==> config.mk <==
export PLATFORM = sky130hd
export DESIGN_NAME = link_frame_checker_decoder_flat
export DESIGN_NICKNAME = d
export VERILOG_FILES = /design/src/rtl/lfcd_pkg.sv /design/src/rtl/lfcd_if.sv /design/src/rtl/lfcd_in_reg.sv /design/src/rtl/lfcd_core.sv /design/src/rtl/lfcd_out_reg.sv /design/src/rtl/link_frame_checker_decoder.sv /design/src/flat_wrapper.sv
export SDC_FILE = /design/constraint.sdc
export NUM_CORES = 1
export LEC_CHECK = 0
export ABC_AREA = 1
export BUFFER_PORTS_ARGS = -buffer_cell sky130_fd_sc_hd__buf_2
export CELL_PAD_IN_SITES_DETAIL_PLACEMENT = 0
export CELL_PAD_IN_SITES_GLOBAL_PLACEMENT = 1
export CORE_ASPECT_RATIO = 1.2
export CORE_MARGIN = 2
export CORE_UTILIZATION = 40
export CTS_CLUSTER_SIZE = 14
export DETAILED_ROUTE_END_ITERATION = 10
export PLACE_DENSITY = 0.77
export SYNTH_ARGS = -nofsm -noshare
export SYNTH_HDL_FRONTEND = slang
export SYNTH_HIERARCHICAL = 1
export SYNTH_SLANG_ARGS = --single-unit
==> constraint.sdc <==
create_clock -name clk_i -period 7.9 [get_ports clk_i]
set_clock_uncertainty 0.2 [all_clocks]
set_input_delay 1.975 -clock clk_i [delete_from_list [all_inputs] [get_ports clk_i]]
set_output_delay 1.975 -clock clk_i [all_outputs]
set_load 0.03 [all_outputs]
==> src/rtl/lfcd_pkg.sv <==
// shared types, codes and functions for the link frame checker/decoder
// no dependencies; imported by every rtl module of the block
`timescale 1ns / 1ps

package lfcd_pkg;

  localparam int unsigned HdrLen   = 13;
  localparam int unsigned TrlLen   = 2;
  localparam int unsigned CntW     = 17;
  localparam int unsigned CfgIdxW  = 2;
  localparam int unsigned CfgDataW = 16;

  localparam logic [CntW-1:0] CountMax = {CntW{1'b1}};
  localparam logic [CntW-1:0] MinLen   = CntW'(HdrLen + TrlLen);
  localparam logic [15:0]     CrcInit  = 16'hFFFF;
  localparam logic [15:0]     CrcPoly  = 16'h1021;

  // configuration register indexes
  localparam logic [CfgIdxW-1:0] CfgMagic   = 2'd0;
  localparam logic [CfgIdxW-1:0] CfgVersion = 2'd1;
  localparam logic [CfgIdxW-1:0] CfgLimit   = 2'd2;

  localparam logic [15:0] LimitReset = 16'd235;

  typedef enum logic [2:0] {
    StOk       = 3'd0,
    StShort    = 3'd1,
    StMagic    = 3'd2,
    StCrc      = 3'd3,
    StTooLong  = 3'd4,
    StLenMis   = 3'd5,
    StUnknown  = 3'd6
  } status_e;

  typedef struct packed {
    logic [7:0] frame_byte;
    logic       final_byte;
  } in_item_t;

  typedef struct packed {
    logic       we;
    logic [CfgIdxW-1:0]  idx;
    logic [CfgDataW-1:0] data;
  } cfg_wr_t;

  typedef struct packed {
    status_e     status;
    logic [4:0]  message_kind;
    logic [7:0]  version_seen;
    logic [7:0]  flag_bits;
    logic [31:0] correlation;
    logic [7:0]  sender_role;
    logic [7:0]  msg_class;
    logic [7:0]  service_code;
    logic [7:0]  op_code;
    logic [15:0] payload_bytes;
  } result_t;

  typedef struct packed {
    logic       hit;
    logic [4:0] kind;
  } kind_t;

  // one byte of crc-16/ccitt-false, msb first
  function automatic logic [15:0] crc_feed(input logic [15:0] crc_in, input logic [7:0] b);
    logic [15:0] c;
    c = crc_in ^ {b, 8'h00};
    for (int k = 0; k < 8; k++) begin
      if (c[15]) begin
        c = {c[14:0], 1'b0} ^ CrcPoly;
      end else begin
        c = {c[14:0], 1'b0};
      end
    end
    return c;
  endfunction

  function automatic kind_t kind_of(input logic [7:0] msg, input logic [7:0] svc,
                                    input logic [7:0] op);
    kind_t r;
    r = '{hit: 1'b1, kind: 5'd0};
    if (svc == 8'h09 && msg == 8'h04 && op == 8'h01) r.kind = 5'd0;
    else if (svc == 8'h01 && msg == 8'h01 && op == 8'h01) r.kind = 5'd1;
    else if (svc == 8'h01 && msg == 8'h02 && op == 8'h02) r.kind = 5'd2;
    else if (svc == 8'h01 && msg == 8'h01 && op == 8'h03) r.kind = 5'd3;
    else if (svc == 8'h01 && msg == 8'h02 && op == 8'h04) r.kind = 5'd4;
    else if (svc == 8'h01 && msg == 8'h01 && op == 8'h05) r.kind = 5'd6;
    else if (svc == 8'h01 && msg == 8'h02 && op == 8'h06) r.kind = 5'd7;
    else if (svc == 8'h01 && msg == 8'h03 && op == 8'h07) r.kind = 5'd5;
    else if (svc == 8'h08 && msg == 8'h01 && op == 8'h01) r.kind = 5'd8;
    else if (svc == 8'h08 && msg == 8'h02 && op == 8'h02) r.kind = 5'd9;
    else if (svc == 8'h08 && msg == 8'h02 && op == 8'h03) r.kind = 5'd10;
    else if (svc == 8'h07 && msg == 8'h01 && op == 8'h01) r.kind = 5'd11;
    else if (svc == 8'h07 && msg == 8'h01 && op == 8'h02) r.kind = 5'd12;
    else if (svc == 8'h07 && msg == 8'h01 && op == 8'h03) r.kind = 5'd13;
    else if (svc == 8'h07 && msg == 8'h02 && op == 8'h04) r.kind = 5'd14;
    else if (svc == 8'h06 && msg == 8'h04 && op == 8'h10) r.kind = 5'd17;
    else if (svc == 8'h06 && msg == 8'h04 && op == 8'h11) r.kind = 5'd18;
    else if (svc == 8'h06 && msg == 8'h04 && op == 8'h13) r.kind = 5'd20;
    else if (svc == 8'h06 && msg == 8'h05 && op == 8'h12) r.kind = 5'd19;
    else if (svc >= 8'h02 && svc <= 8'h06 && msg == 8'h01 &&
             (op == 8'h01 || op == 8'h03 || op == 8'h05)) r.kind = 5'd15;
    else if (svc >= 8'h02 && svc <= 8'h06 && (msg == 8'h02 || msg == 8'h03) &&
             (op == 8'h02 || op == 8'h04 || op == 8'h06)) r.kind = 5'd16;
    else r.hit = 1'b0;
    return r;
  endfunction

endpackage

==> src/rtl/lfcd_if.sv <==
// valid/ready channel interfaces for frame bytes and decoded results
// depends on nothing but the payload widths of the block
`timescale 1ns / 1ps

interface lfcd_in_if;
  logic       valid;
  logic       ready;
  logic [7:0] frame_byte;
  logic       final_byte;

  modport source (output valid, output frame_byte, output final_byte, input ready);
  modport sink   (input valid, input frame_byte, input final_byte, output ready);
endinterface

interface lfcd_out_if;
  logic        valid;
  logic        ready;
  logic [2:0]  status;
  logic [4:0]  message_kind;
  logic [7:0]  version_seen;
  logic [7:0]  flag_bits;
  logic [31:0] correlation;
  logic [7:0]  sender_role;
  logic [7:0]  msg_class;
  logic [7:0]  service_code;
  logic [7:0]  op_code;
  logic [15:0] payload_bytes;

  modport source (output valid, output status, output message_kind, output version_seen,
                  output flag_bits, output correlation, output sender_role,
                  output msg_class, output service_code, output op_code,
                  output payload_bytes, input ready);
  modport sink   (input valid, input status, input message_kind, input version_seen,
                  input flag_bits, input correlation, input sender_role,
                  input msg_class, input service_code, input op_code,
                  input payload_bytes, output ready);
endinterface

==> src/rtl/lfcd_in_reg.sv <==
// input register stage: holds one frame byte until the core takes it
// depends on lfcd_pkg
`timescale 1ns / 1ps

module lfcd_in_reg import lfcd_pkg::*; (
  input  logic     clk_i,
  input  logic     rst_ni,
  input  logic     valid_i,
  output logic     ready_o,
  input  in_item_t item_i,
  output logic     valid_o,
  input  logic     take_i,
  output in_item_t item_o
);

  logic     valid_q, valid_d;
  in_item_t item_q;
  logic     load;

  assign ready_o = !valid_q || take_i;
  assign load    = valid_i && ready_o;
  assign valid_d = load ? 1'b1 : (take_i ? 1'b0 : valid_q);

  always_ff @(posedge clk_i or negedge rst_ni) begin
    if (!rst_ni) begin
      valid_q <= 1'b0;
    end else begin
      valid_q <= valid_d;
    end
  end

  always_ff @(posedge clk_i) begin
    if (load) begin
      item_q <= item_i;
    end
  end

  assign valid_o = valid_q;
  assign item_o  = item_q;

endmodule

==> src/rtl/lfcd_core.sv <==
// frame state (count, crc, trailer delay, header) and the end-of-frame checks
// depends on lfcd_pkg for crc_feed, kind_of and the result type
`timescale 1ns / 1ps

module lfcd_core import lfcd_pkg::*; (
  input  logic     clk_i,
  input  logic     rst_ni,
  input  cfg_wr_t  cfg_i,
  input  logic     valid_i,
  input  in_item_t item_i,
  output logic     take_o,
  output logic     res_valid_o,
  input  logic     res_ready_i,
  output result_t  res_o
);

  logic [7:0]      magic_q, version_q;
  logic [15:0]     limit_q;
  logic [CntW-1:0] cnt_q, cnt_d;
  logic [15:0]     crc_q, crc_d;
  logic [7:0]      dly0_q, dly1_q;
  logic [7:0]      hdr_q [HdrLen];
  logic            last;
  logic [15:0]     rx_crc, plen;
  kind_t           kind;
  result_t         res;

  assign last        = item_i.final_byte;
  assign take_o      = valid_i && (!last || res_ready_i);
  assign res_valid_o = valid_i && last;

  assign cnt_d  = (cnt_q != CountMax) ? cnt_q + CntW'(1) : cnt_q;
  assign crc_d  = (cnt_q >= CntW'(2)) ? crc_feed(crc_q, dly1_q) : crc_q;
  assign rx_crc = {item_i.frame_byte, dly0_q};
  assign plen   = {hdr_q[12], hdr_q[11]};
  assign kind   = kind_of(hdr_q[2], hdr_q[9], hdr_q[10]);

  always_comb begin
    res = '0;
    if (cnt_d < MinLen) begin
      res.status = StShort;
    end else if (hdr_q[0] != magic_q || hdr_q[1] != version_q) begin
      res.status = StMagic;
    end else if (rx_crc != crc_d) begin
      res.status = StCrc;
    end else if (plen > limit_q) begin
      res.status = StTooLong;
    end else if (cnt_d != MinLen + CntW'(plen)) begin
      res.status = StLenMis;
    end else if (!kind.hit) begin
      res.status = StUnknown;
    end else begin
      res.status        = StOk;
      res.message_kind  = kind.kind;
      res.version_seen  = hdr_q[1];
      res.flag_bits     = hdr_q[3];
      res.correlation   = {hdr_q[7], hdr_q[6], hdr_q[5], hdr_q[4]};
      res.sender_role   = hdr_q[8];
      res.msg_class     = hdr_q[2];
      res.service_code  = hdr_q[9];
      res.op_code       = hdr_q[10];
      res.payload_bytes = plen;
    end
  end

  assign res_o = res;

  always_ff @(posedge clk_i or negedge rst_ni) begin
    if (!rst_ni) begin
      magic_q   <= '0;
      version_q <= '0;
      limit_q   <= LimitReset;
      cnt_q     <= '0;
      crc_q     <= CrcInit;
      dly0_q    <= '0;
      dly1_q    <= '0;
    end else begin
      if (cfg_i.we) begin
        case (cfg_i.idx)
          CfgMagic:   magic_q   <= cfg_i.data[7:0];
          CfgVersion: version_q <= cfg_i.data[7:0];
          CfgLimit:   limit_q   <= cfg_i.data;
          default:    ;
        endcase
      end
      if (take_o) begin
        if (last) begin
          // frame done, back to the start-of-frame state
          cnt_q  <= '0;
          crc_q  <= CrcInit;
          dly0_q <= '0;
          dly1_q <= '0;
        end else begin
          cnt_q  <= cnt_d;
          crc_q  <= crc_d;
          dly0_q <= item_i.frame_byte;
          dly1_q <= dly0_q;
        end
      end
    end
  end

  // header bytes land at their frame position
  always_ff @(posedge clk_i) begin
    if (take_o && cnt_q < CntW'(HdrLen)) begin
      hdr_q[cnt_q[3:0]] <= item_i.frame_byte;
    end
  end

endmodule

==> src/rtl/lfcd_out_reg.sv <==
// result register: holds one decoded result until the receiver takes it
// depends on lfcd_pkg
`timescale 1ns / 1ps

module lfcd_out_reg import lfcd_pkg::*; (
  input  logic    clk_i,
  input  logic    rst_ni,
  input  logic    valid_i,
  output logic    ready_o,
  input  result_t res_i,
  output logic    valid_o,
  input  logic    ready_i,
  output result_t res_o
);

  logic    valid_q, valid_d;
  result_t res_q;
  logic    load;

  assign ready_o = !valid_q || ready_i;
  assign load    = valid_i && ready_o;
  assign valid_d = load ? 1'b1 : ((valid_q && ready_i) ? 1'b0 : valid_q);

  always_ff @(posedge clk_i or negedge rst_ni) begin
    if (!rst_ni) begin
      valid_q <= 1'b0;
    end else begin
      valid_q <= valid_d;
    end
  end

  always_ff @(posedge clk_i) begin
    if (load) begin
      res_q <= res_i;
    end
  end

  assign valid_o = valid_q;
  assign res_o   = res_q;

endmodule

==> src/rtl/link_frame_checker_decoder.sv <==
// Link frame checker/decoder, top level.
// Frame bytes come in on in_i, one byte per item, final_byte set on the last
// byte of a frame. The block counts bytes, keeps the 13 header bytes, runs
// CRC-16/CCITT-FALSE over all but the two trailer bytes and, on the final
// byte, puts one result on out_o: a status code and the decoded header
// fields (all zero when the status is not ok). Non-final bytes give nothing.
// Configuration (magic, version, payload limit) is written through
// cfg_we_i / cfg_idx_i / cfg_data_i; the user must write it only while the
// block is idle, as the block itself does not enforce this. Throughput:
// one byte per cycle, save that a final byte waits while the result
// register is full; the per-byte CRC step and the frame checks are
// combinational between the input register and the result register.
// When out_o is stalled with a result held, the next non-final bytes still
// flow in; the next final byte waits in the input register until the
// result register frees up.
// Reset puts count, CRC, trailer delay, valid flags and config at defaults.
// depends on lfcd_pkg, lfcd_if, lfcd_in_reg, lfcd_core, lfcd_out_reg
`timescale 1ns / 1ps

module link_frame_checker_decoder import lfcd_pkg::*; (
  input  logic                clk_i,
  input  logic                rst_ni,
  input  logic                cfg_we_i,
  input  logic [CfgIdxW-1:0]  cfg_idx_i,
  input  logic [CfgDataW-1:0] cfg_data_i,
  lfcd_in_if.sink             in_i,
  lfcd_out_if.source          out_o
);

  cfg_wr_t  cfg;
  in_item_t in_item, st_item;
  logic     st_valid, st_take;
  logic     res_valid, res_ready;
  result_t  res, out_res;

  assign cfg     = '{we: cfg_we_i, idx: cfg_idx_i, data: cfg_data_i};
  assign in_item = '{frame_byte: in_i.frame_byte, final_byte: in_i.final_byte};

  lfcd_in_reg u_in_reg (
    .clk_i   (clk_i),
    .rst_ni  (rst_ni),
    .valid_i (in_i.valid),
    .ready_o (in_i.ready),
    .item_i  (in_item),
    .valid_o (st_valid),
    .take_i  (st_take),
    .item_o  (st_item)
  );

  lfcd_core u_core (
    .clk_i       (clk_i),
    .rst_ni      (rst_ni),
    .cfg_i       (cfg),
    .valid_i     (st_valid),
    .item_i      (st_item),
    .take_o      (st_take),
    .res_valid_o (res_valid),
    .res_ready_i (res_ready),
    .res_o       (res)
  );

  lfcd_out_reg u_out_reg (
    .clk_i   (clk_i),
    .rst_ni  (rst_ni),
    .valid_i (res_valid),
    .ready_o (res_ready),
    .res_i   (res),
    .valid_o (out_o.valid),
    .ready_i (out_o.ready),
    .res_o   (out_res)
  );

  assign out_o.status        = out_res.status;
  assign out_o.message_kind  = out_res.message_kind;
  assign out_o.version_seen  = out_res.version_seen;
  assign out_o.flag_bits     = out_res.flag_bits;
  assign out_o.correlation   = out_res.correlation;
  assign out_o.sender_role   = out_res.sender_role;
  assign out_o.msg_class     = out_res.msg_class;
  assign out_o.service_code  = out_res.service_code;
  assign out_o.op_code       = out_res.op_code;
  assign out_o.payload_bytes = out_res.payload_bytes;

endmodule
==> src/flat_wrapper.sv <==
// flat-port wrapper written by rule: the top's interface ports become plain ports
module link_frame_checker_decoder_flat import lfcd_pkg::*;
  (clk_i, rst_ni, cfg_we_i, cfg_idx_i, cfg_data_i, in_i_valid, in_i_frame_byte, in_i_final_byte, in_i_ready, out_o_valid, out_o_status, out_o_message_kind, out_o_version_seen, out_o_flag_bits, out_o_correlation, out_o_sender_role, out_o_msg_class, out_o_service_code, out_o_op_code, out_o_payload_bytes, out_o_ready);
  lfcd_in_if in_i_i ();
  lfcd_out_if out_o_i ();
  input  logic clk_i;
  input  logic rst_ni;
  input  logic cfg_we_i;
  input  logic [CfgIdxW-1:0] cfg_idx_i;
  input  logic [CfgDataW-1:0] cfg_data_i;
  input wire logic [$bits(in_i_i.valid)-1:0] in_i_valid;
  input wire logic [$bits(in_i_i.frame_byte)-1:0] in_i_frame_byte;
  input wire logic [$bits(in_i_i.final_byte)-1:0] in_i_final_byte;
  output wire logic [$bits(in_i_i.ready)-1:0] in_i_ready;
  output wire logic [$bits(out_o_i.valid)-1:0] out_o_valid;
  output wire logic [$bits(out_o_i.status)-1:0] out_o_status;
  output wire logic [$bits(out_o_i.message_kind)-1:0] out_o_message_kind;
  output wire logic [$bits(out_o_i.version_seen)-1:0] out_o_version_seen;
  output wire logic [$bits(out_o_i.flag_bits)-1:0] out_o_flag_bits;
  output wire logic [$bits(out_o_i.correlation)-1:0] out_o_correlation;
  output wire logic [$bits(out_o_i.sender_role)-1:0] out_o_sender_role;
  output wire logic [$bits(out_o_i.msg_class)-1:0] out_o_msg_class;
  output wire logic [$bits(out_o_i.service_code)-1:0] out_o_service_code;
  output wire logic [$bits(out_o_i.op_code)-1:0] out_o_op_code;
  output wire logic [$bits(out_o_i.payload_bytes)-1:0] out_o_payload_bytes;
  input wire logic [$bits(out_o_i.ready)-1:0] out_o_ready;
  assign in_i_i.valid = in_i_valid;
  assign in_i_i.frame_byte = in_i_frame_byte;
  assign in_i_i.final_byte = in_i_final_byte;
  assign in_i_ready = in_i_i.ready;
  assign out_o_valid = out_o_i.valid;
  assign out_o_status = out_o_i.status;
  assign out_o_message_kind = out_o_i.message_kind;
  assign out_o_version_seen = out_o_i.version_seen;
  assign out_o_flag_bits = out_o_i.flag_bits;
  assign out_o_correlation = out_o_i.correlation;
  assign out_o_sender_role = out_o_i.sender_role;
  assign out_o_msg_class = out_o_i.msg_class;
  assign out_o_service_code = out_o_i.service_code;
  assign out_o_op_code = out_o_i.op_code;
  assign out_o_payload_bytes = out_o_i.payload_bytes;
  assign out_o_i.ready = out_o_ready;
  link_frame_checker_decoder u_core (.clk_i(clk_i), .rst_ni(rst_ni), .cfg_we_i(cfg_we_i), .cfg_idx_i(cfg_idx_i), .cfg_data_i(cfg_data_i), .in_i(in_i_i), .out_o(out_o_i));
endmodule
Word-level counts from Yosys, hierarchy flattened
Memory sizes are Yosys's and may differ from the RTL's. A register that Yosys moved wholly into a read port is not among the register bits.
Index checks and enable logic that the tools add are counted.
Widths: inputs -> output; s select.
{ "word_totals": {"ramBits": 104, "output_inout_bits": 106, "inputBits": 32, "mem_count": 1, "word_cells": 201, "reg_bits": 148} }
{ "op_classes": {"bitwise": 10, "n_mux": 66, "n_eq_ne": 28, "addsub": 2, "n_reduce_logical": 65, "order_cmp": 6} }
{ "memory_table": {"columns": ["memory", "words", "word_bits", "read_ports", "rd_clocked_by_memory_dff", "wr", "line", "text"], "rows": [
  ["u_core.u_core.hdr_q", 13, 8, 13, 6, 1, "lfcd_core.sv:22", "logic [7:0] hdr_q [HdrLen];"]
]} }
{ "ops": {"columns": ["op", "n"], "rows": [
  ["$mux 13", 8],
  ["$eq 8x3->1 const B", 8],
  ["$logic_and 1x1->1", 40],
  ["$lt 17x4->1 const B", 2],
  ["$mux 17", 2],
  ["$eq 8x2->1 const B", 4],
  ["$eq 8x5->1 const B", 4],
  ["$mux 16", 2],
  ["$mux 5", 6],
  ["$mux 1", 28],
  ["$mux 4", 7],
  ["$eq 8x1->1 const B", 3],
  ["$not 3->3", 8],
  ["$mux 3", 7],
  ["$reduce_or 21->1", 1],
  ["$add 17x1->17 const B", 1],
  ["$add 4x16->17 const A", 1],
  ["$ge 17x2->1 const B", 1],
  ["$ne 17x17->1", 1],
  ["$ne 17x17->1 const B", 1],
  ["$eq 8x4->1 const B", 2],
  ["$gt 16x16->1", 1],
  ["$mux 8", 2],
  ["$ne 16x16->1", 1],
  ["19 further kinds", 36]
]} }

Longest topological paths before layout
Gate-level depths: netlist of run 1.
An unclocked memory read counts as a cell.
{ "depth": {"ltp_word": 31, "ltp_mapped": 20, "mapped_depth_nobuf": 19} }

By module
Netlist of run 1, hierarchy kept.
{ "modules_own_cells": {"columns": ["module", "area_each_um2", "seq_area_each_um2", "n_inst", "cells_per_inst"], "rows": [
  ["lfcd_core", 10675.2, 5177.5, 1, 1325],
  ["lfcd_out_reg", 3168.0, 3148.0, 1, 110],
  ["lfcd_in_reg", 315.3, 295.3, 1, 15]
]} }

Least setup slack after synthesis of run 1
OpenSTA, ideal clock, no wires.
{ "synth_path": {"path_type": "in2reg", "start": "in out_o_ready", "end": "reg u_core.u_out_reg.res_q, in the netlist u_core/u_out_reg/res_o[0], enable pin", "setup_slack_ns": 0.094, "arrival_ns": 7.005, "path_stages": 2, "cell_sequence": "inv_1 > a21oi_1"} }
{ "synth_between": {"elab_chain_len": 2} }
{ "synth_lines": {"columns": ["element", "line", "text"], "rows": [
  ["from (decl)", "flat_wrapper.sv:26", "input wire logic [$bits(out_o_i.ready)-1:0] out_o_ready;"],
  ["$logic_or 1x1->1", "lfcd_out_reg.sv:20", "assign ready_o = !valid_q || ready_i;"],
  ["$logic_and 1x1->1", "lfcd_out_reg.sv:21", "assign load = valid_i && ready_o;"],
  ["via u_core.u_out_reg.load", "lfcd_out_reg.sv:18", "logic load;"],
  ["to (signal assigned)", "lfcd_out_reg.sv:34", "res_q <= res_i;"],
  ["to (decl)", "lfcd_out_reg.sv:17", "result_t res_q;"]
]} }
The timed path passes the listed nets, and every way through them passes these cells.
A chain may end at the register's enable or synchronous reset.

Worst setup path after layout of run 1
{ "layout_path": {"start": "in out_o_ready", "end": "out in_i_ready"} }
{ "layout_between": {"elab_chain_len": 4} }
{ "layout_lines": {"columns": ["element", "line", "text"], "rows": [
  ["$logic_or 1x1->1", "lfcd_out_reg.sv:20", null],
  ["via u_core.res_ready", "link_frame_checker_decoder.sv:33", "logic res_valid, res_ready;"],
  ["$logic_or 1x1->1", "lfcd_core.sv:29", "assign take_o = valid_i && (!last || res_ready_i);"],
  ["$logic_and 1x1->1", "lfcd_core.sv:29", null],
  ["via u_core.st_take", "link_frame_checker_decoder.sv:32", "logic st_valid, st_take;"],
  ["$logic_or 1x1->1", "lfcd_in_reg.sv:20", "assign ready_o = !valid_q || take_i;"],
  ["to (decl)", "flat_wrapper.sv:14", "output wire logic [$bits(in_i_i.ready)-1:0] in_i_ready;"]
]} }
The timed path passes the listed nets, and every way through them passes these cells.

==> impl_metrics.ini, run 1 <==
[run_status]
status = finished, final reports clean

[power]
p_per_area_nw_per_um2 = 255.4
internal-power_uw = 2853
p_switching_uw = 1271
power.share.switching = 0.3082
pwr-share-seq = 0.481
power.static_leakage_uw = 0.006543
power_frac_comb = 0.200
power.share.clock = 0.319
worst_ir_drop_vdd_v = 0.0001909

[floorplanning]
die_area_um2 = 36920
num_io_pins = 138
start_util = 0.4056
die-width_um = 175.7
floorplan.core_area_um2 = 34910
die_height_um = 210.1
num_rows = 75

[cells_and_area]
most-common-layout-cells = nand2_1, edfxtp_1, nor2_1
filler_cell_count = 3359
diodes = 0
final_layout_size_suffix_gt1_frac = 0.1502
postLayoutCoreUtil = 0.4625
most_common_library_cell_in_the_layout_ignoring_fill_and_taps = nand2_1
final-seq-area_um2 = 8621
final_nets = 1647
multi_input_comb_area_um2 = 4626
post-route-cell-area_um2 = 16150
layout-area-overhead-vs-synth_pct = 14.04

[clock_tree]
max_root_sink_buffers = 3
clkSlewWorstSetupHoldPaths_ps = 60
cts.repair.resized = 0
cts_buffers = 30
postCtsSetupRepairBufs = 0
number_of_sinks_driven_by_the_clock_tree = 300
clock-root-buffer = clkbuf_16
cts_hold_repair.buffers = 0
cts_tree = yes
clk-insertion-delay-late_ps = 590
cts_max_level = 1

[global_routing]
grt_pass1_wl_mm = 54.32
grt_start_max_net_pins = 85
grt_pass1_vias = 10070
antenna_found_initial = 0
grt-ovfl-total = 0
total_track_usage = 0.1878

[synthesis]
synth-main-ff-cell = edfxtp_1
netlist_top_cells_area = edfxtp_1, dfrtp_1, nand2_1
number_of_enable_flip_flop_cells_after_synthesis = 217
yosysTopAreaCell = edfxtp_1
async_flop_share = 0.2767
synth.yosys.seq_area_share = 0.6089
post_synth_inst_count = 1450
ffs_latches_synth = 300
synth_area_um2 = 14160
post_synth.cell_area_avg_um2 = 9.765
netlist-cell-type-count = 51
synth.top_cell.area_share = 0.4602
syn_warnings = 6

[critical_path]
cp_data_arrival_time_ps = 3010
worst_path_largest_cell_delay_ps = 230
path_class = in -> out
timing.critical_path.to_type = primary output
crit_path_cell_trace = buf_2 > inv_1 > nand2_1 > o21ai_0 > buf_4 > inv_1 > inv_1 > nand2_1 > buf_2
timing.critical_path.from_type = input port
crit_fanout = 14
critPathMostFrequentCell = inv_1
cp_data_required_time_ps = 5730
crit_slowest_cell = buf_4

[flow_run]
timing.max_cap.violations = 0

[place]
place_congestion = 0.8665
place_area_um2 = 15230
count_of_buffers_inserted_at_the_top_level_ports = 137
hpwl_mm = 24.38

[route]
drt_wl_total_mm = 34.15
post_drt_wl_per_cell_um = 16.42
detail_route.iter0.violations = 690
drc_errors = 0
avgViaCountPerCell = 4.923
route.vias.total = 10240
detail-route-antenna-nets = 0
drt_first_pass_iters = 6

[timing]
hold_ws_ps = 287.0
tightest_slew_ps = 1238
grt_setup_unrepaired = false
setup-violations-final = 0
final.setup.tns_ps = 0
finalCriticalPeriod_ps = 5181
timing.final.hold_violations = 0
timing.slew.headroom = 0.1748
fmax_mhz = 193.0
final_max_slew_viol_count = 0
final.period_utilization = 0.6559

[min_path]
min-delay-path-class = reg -> reg
-- power by group through the flow --
stage	Clock (µW)	Sequential [µW]	Combinational (µW)
after floorplan	0	2070	564
after global placement	0	2010	817
after detailed placement	0	2020	829
after CTS	1350	1980	832
after global routing	1410	2000	940
final	1310	1980	827
-- worst paths after layout --
kind | startpoint | end | slack, ps | cells past startpoint
min | u_core/u_core/limit_q[2]$_DFFE_PN0P_ | u_core/u_core/limit_q[2]$_DFFE_PN0P_ | 290 | 2
max | out_o_ready | in_i_ready | 2720 | 9
max reg2reg | u_core/u_core/cnt_q[0]$_DFFE_PN0P_ | u_core/u_out_reg/res_o[0]$_DFFE_PP_ | 3180 | 18
min reg2reg | u_core/u_core/limit_q[2]$_DFFE_PN0P_ | u_core/u_core/limit_q[2]$_DFFE_PN0P_ | 290 | 2
min in group asynchronous | rst_ni | u_core/u_core/cnt_q[16]$_DFFE_PN0P_ | 1100 | 1
max in group asynchronous | rst_ni | u_core/u_core/dly0_q[3]$_DFFE_PN0P_ | 5300 | 2
-- metal layers --
metal / vias up / track usage / part of all wire
met2: 302 / 0.3264 / 0.49
met4: 0 / 0.06726 / 0.032
met1: 4793 / 0.2401 / 0.43
met3: 71 / 0.02579 / 0.051
li1: 5073 / - / -
met5: - / 0 / 0
-- cell families (layout without fill, tap and decap cells) --
family                     Yosys count  after routing  synth area share
AOI/OAI and AO/OA                  125            125           0.05179
xor gates and xnor gates            58             58           0.03588
adders and majority gates           21             21           0.01856
buffers and inverters              218            374           0.06840
DFF                                300            300            0.6089
other                                1             13         0.0002649
and+or+nand+nor                    727            727            0.2162
-- sequential cells by signal (all words and copies together) (netlist names) --
register / count
u_core/u_core/magic_q: 8
u_core/u_in_reg/item_o: 9
u_core/u_core/hdr_q: 104
u_core/u_core/cnt_q: 17
u_core/u_core/crc_q: 16
u_core/u_out_reg/valid_o: 1
u_core/u_in_reg/valid_o: 1
u_core/u_core/dly0_q: 8
u_core/u_core/version_q: 8
u_core/u_core/limit_q: 16
u_core/u_core/dly1_q: 8
u_core/u_out_reg/res_o: 104
-- Yosys cell counts (all sizes together), types with 2 or more instances --
cell / number
nand3: 84
nor2: 214
inv: 168
edfxtp: 217
nand2: 356
a21boi: 2
nand4: 30
nor3: 22
dfstp: 22
xnor2: 23
o21ai: 54
dfrtp: 61
nor4: 8
clkinv: 2
or2: 6
a21oi: 22
buf: 34
a31oi: 2
o211ai: 8
clkbuf: 14
a211oi: 2
nand3b: 2
ha: 21
o22ai: 27
xor2: 35
a22oi: 2
-- through the flow --
stage	std cells	power [µW]	setup slack, ps
4_1_cts	2080	4167	2711
6_report	2080	4124	2719
3_5_place_dp	2024	2844	2715
5_1_grt	2080	4350	2573
2_1_floorplan	1462	2630	93.71
3_3_place_gp	2024	2828	2711
-- area by class of cell --
class	instances	area share
clock buffers	36	0.04789
multi-input cells	944	0.2865
well taps	462	0.03580
flip-flops and latches	300	0.5339
clock inverters	20	0.008679
repair buffers	148	0.04773
inverters	170	0.03952
-- critical path: cells and delay by family --
kind	cells	cell delay, ps
compound gates	1	160
buf+inv	6	740
simple gates	2	130
Power figures use the tool's default switching activity.
==> run 2, diff against run 1 <==
==> constraint.sdc (replaced) <==
create_clock -name clk_i -period 4.8 [get_ports clk_i]
set_clock_uncertainty 0.2 [all_clocks]
set_input_delay 1.2 -clock clk_i [delete_from_list [all_inputs] [get_ports clk_i]]
set_output_delay 1.2 -clock clk_i [all_outputs]
set_load 0.03 [all_outputs]
==> impl_metrics.ini, run 2 (synthesized netlist as in run 1, its figures left out) <==
[place]
hpwl_mm = 24.78
place_congestion = 0.8603
count_of_buffers_inserted_at_the_top_level_ports = 137
dpl.cell_count = 2030
placement.setup.worst_slack_ps = 1027

[clock_tree]
cts_hold_repair.buffers = 0
clk-insertion-delay-late_ps = 600
clock-root-buffer = clkbuf_16
cts_buffers = 30
clkSlewWorstSetupHoldPaths_ps = 60
cts_max_level = 1
number_of_sinks_driven_by_the_clock_tree = 300
cts.repair.resized = 0
max_root_sink_buffers = 3
cts_tree = yes
postCtsSetupRepairBufs = 0

[timing]
fmax_mhz = 266.9
postLayoutSetupSlackWorst_ps = 1053
timing.slew.headroom = 0.4370
timing.final.hold_violations = 0
grt_setup_unrepaired = false
setup-violations-final = 0
finalCriticalPeriod_ps = 3747
final.period_utilization = 0.7806
final_max_slew_viol_count = 0
tightest_slew_ps = 844.5
final.setup.tns_ps = 0

[floorplanning]
die_height_um = 210.1
num_rows = 75
die-width_um = 175.7
die_area_um2 = 36920
start_util = 0.4056
floorplan.core_area_um2 = 34910
num_io_pins = 138

[cells_and_area]
most-common-layout-cells = nand2_1, edfxtp_1, nor2_1
final_nets = 1653
final_layout_size_suffix_gt1_frac = 0.1528
stdcell_count = 2085
diodes = 0
filler_cell_count = 3327
layout-area-overhead-vs-synth_pct = 15.21
most_common_library_cell_in_the_layout_ignoring_fill_and_taps = nand2_1

[route]
drc_errors = 0
detail-route-antenna-nets = 0
post_drt_wl_per_cell_um = 16.54
avgViaCountPerCell = 4.894
route.vias.total = 10200
detail_route.iter0.violations = 825
drt_wl_total_mm = 34.48
drt_first_pass_iters = 7

[critical_path]
cp_data_arrival_time_ps = 3950
worstRegToRegCells = 17
timing.critical_path.from_type = flop
crit_fanout = 40
cp_data_required_time_ps = 5010
timing.critical_path.to_type = flop
path_class = reg -> reg

[global_routing]
total_track_usage = 0.1889
grt_pass1_vias = 10110
grt-ovfl-total = 0
antenna_found_initial = 0
grt_pass1_wl_mm = 54.38
grt_start_max_net_pins = 105

[min_path]
worstHoldPathCells = 2
min-delay-path-class = reg -> reg

[power]
p_per_area_nw_per_um2 = 426.9
worst_ir_drop_vdd_v = 0.0002785
power.static_leakage_uw = 0.006614

[run_status]
status = finished, final reports clean

[flow_run]
timing.max_cap.violations = 0
-- run 2: where the power goes --
part	switching (µW)	leakage [µW]	internal, µW	total (µW)
registers	175	0.00300	3090	3260
clock network	1000	0.000466	1320	2320
logic	918	0.00314	461	1380
-- run 2: metal layers --
metal | track usage | up-vias | routed length (µm) | share of wire
met5 | 0 | - | 0 | 0
met1 | 0.2373 | 4813 | 14550 | 0.42
met4 | 0.05785 | 0 | 859 | 0.025
li1 | - | 5080 | - | -
met3 | 0.02417 | 56 | 1804 | 0.052
met2 | 0.3394 | 254 | 17270 | 0.50
-- run 2: worst paths after layout --
path / startpoint / endpoint / slack, ps
min in group asynchronous: rst_ni / u_core/u_core/cnt_q[2]$_DFFE_PN0P_ / 400
min reg2reg: u_core/u_core/limit_q[4]$_DFFE_PN0P_ / u_core/u_core/limit_q[4]$_DFFE_PN0P_ / 290
max reg2reg: u_core/u_core/cnt_q[0]$_DFFE_PN0P_ / u_core/u_out_reg/res_o[20]$_DFFE_PP_ / 1050
min: u_core/u_core/limit_q[4]$_DFFE_PN0P_ / u_core/u_core/limit_q[4]$_DFFE_PN0P_ / 290
max: u_core/u_core/cnt_q[0]$_DFFE_PN0P_ / u_core/u_out_reg/res_o[20]$_DFFE_PP_ / 1050
max in group asynchronous: rst_ni / u_core/u_core/crc_q[9]$_DFFE_PN1P_ / 3200
-- run 2: layout make-up --
class | count | area [µm²] | share of cell area
clock buffer | 36 | 773.2 | 0.04740
clock inverter | 19 | 210.2 | 0.01289
inverter | 170 | 638.1 | 0.03912
multi-input combinational | 944 | 4626 | 0.2836
sequential | 300 | 8621 | 0.5285
tap | 462 | 578.1 | 0.03544
timing repair buffer | 154 | 865.8 | 0.05308
-- run 2: stage by stage --
stage	utilization	total power [µW]	cell area [µm²]	hold WS, ps
floorplan	-	4320	14210	253.0
global placement	0.4391	4689	15330	270.4
detailed placement	0.4391	4701	15330	277.5
CTS	0.4673	7042	16310	292.2
global route	0.4673	7338	16310	321.6
finish	0.4673	6964	16310	288.8
-- run 2: worst max-delay path: stages (launching register included) --
cell	delay, ps
dfrtp_1	420
inv_1	150
ha_1	270
a211oi_4	280
nand3_2	300
buf_4	290
nand2_1	80
nand2_1	70
nand2_1	60
nand4_1	110
nor2_1	120
nand2_1	80
nor2_2	240
nand3_2	160
inv_2	320
buf_12	250
nand2_1	80
nor2_1	110
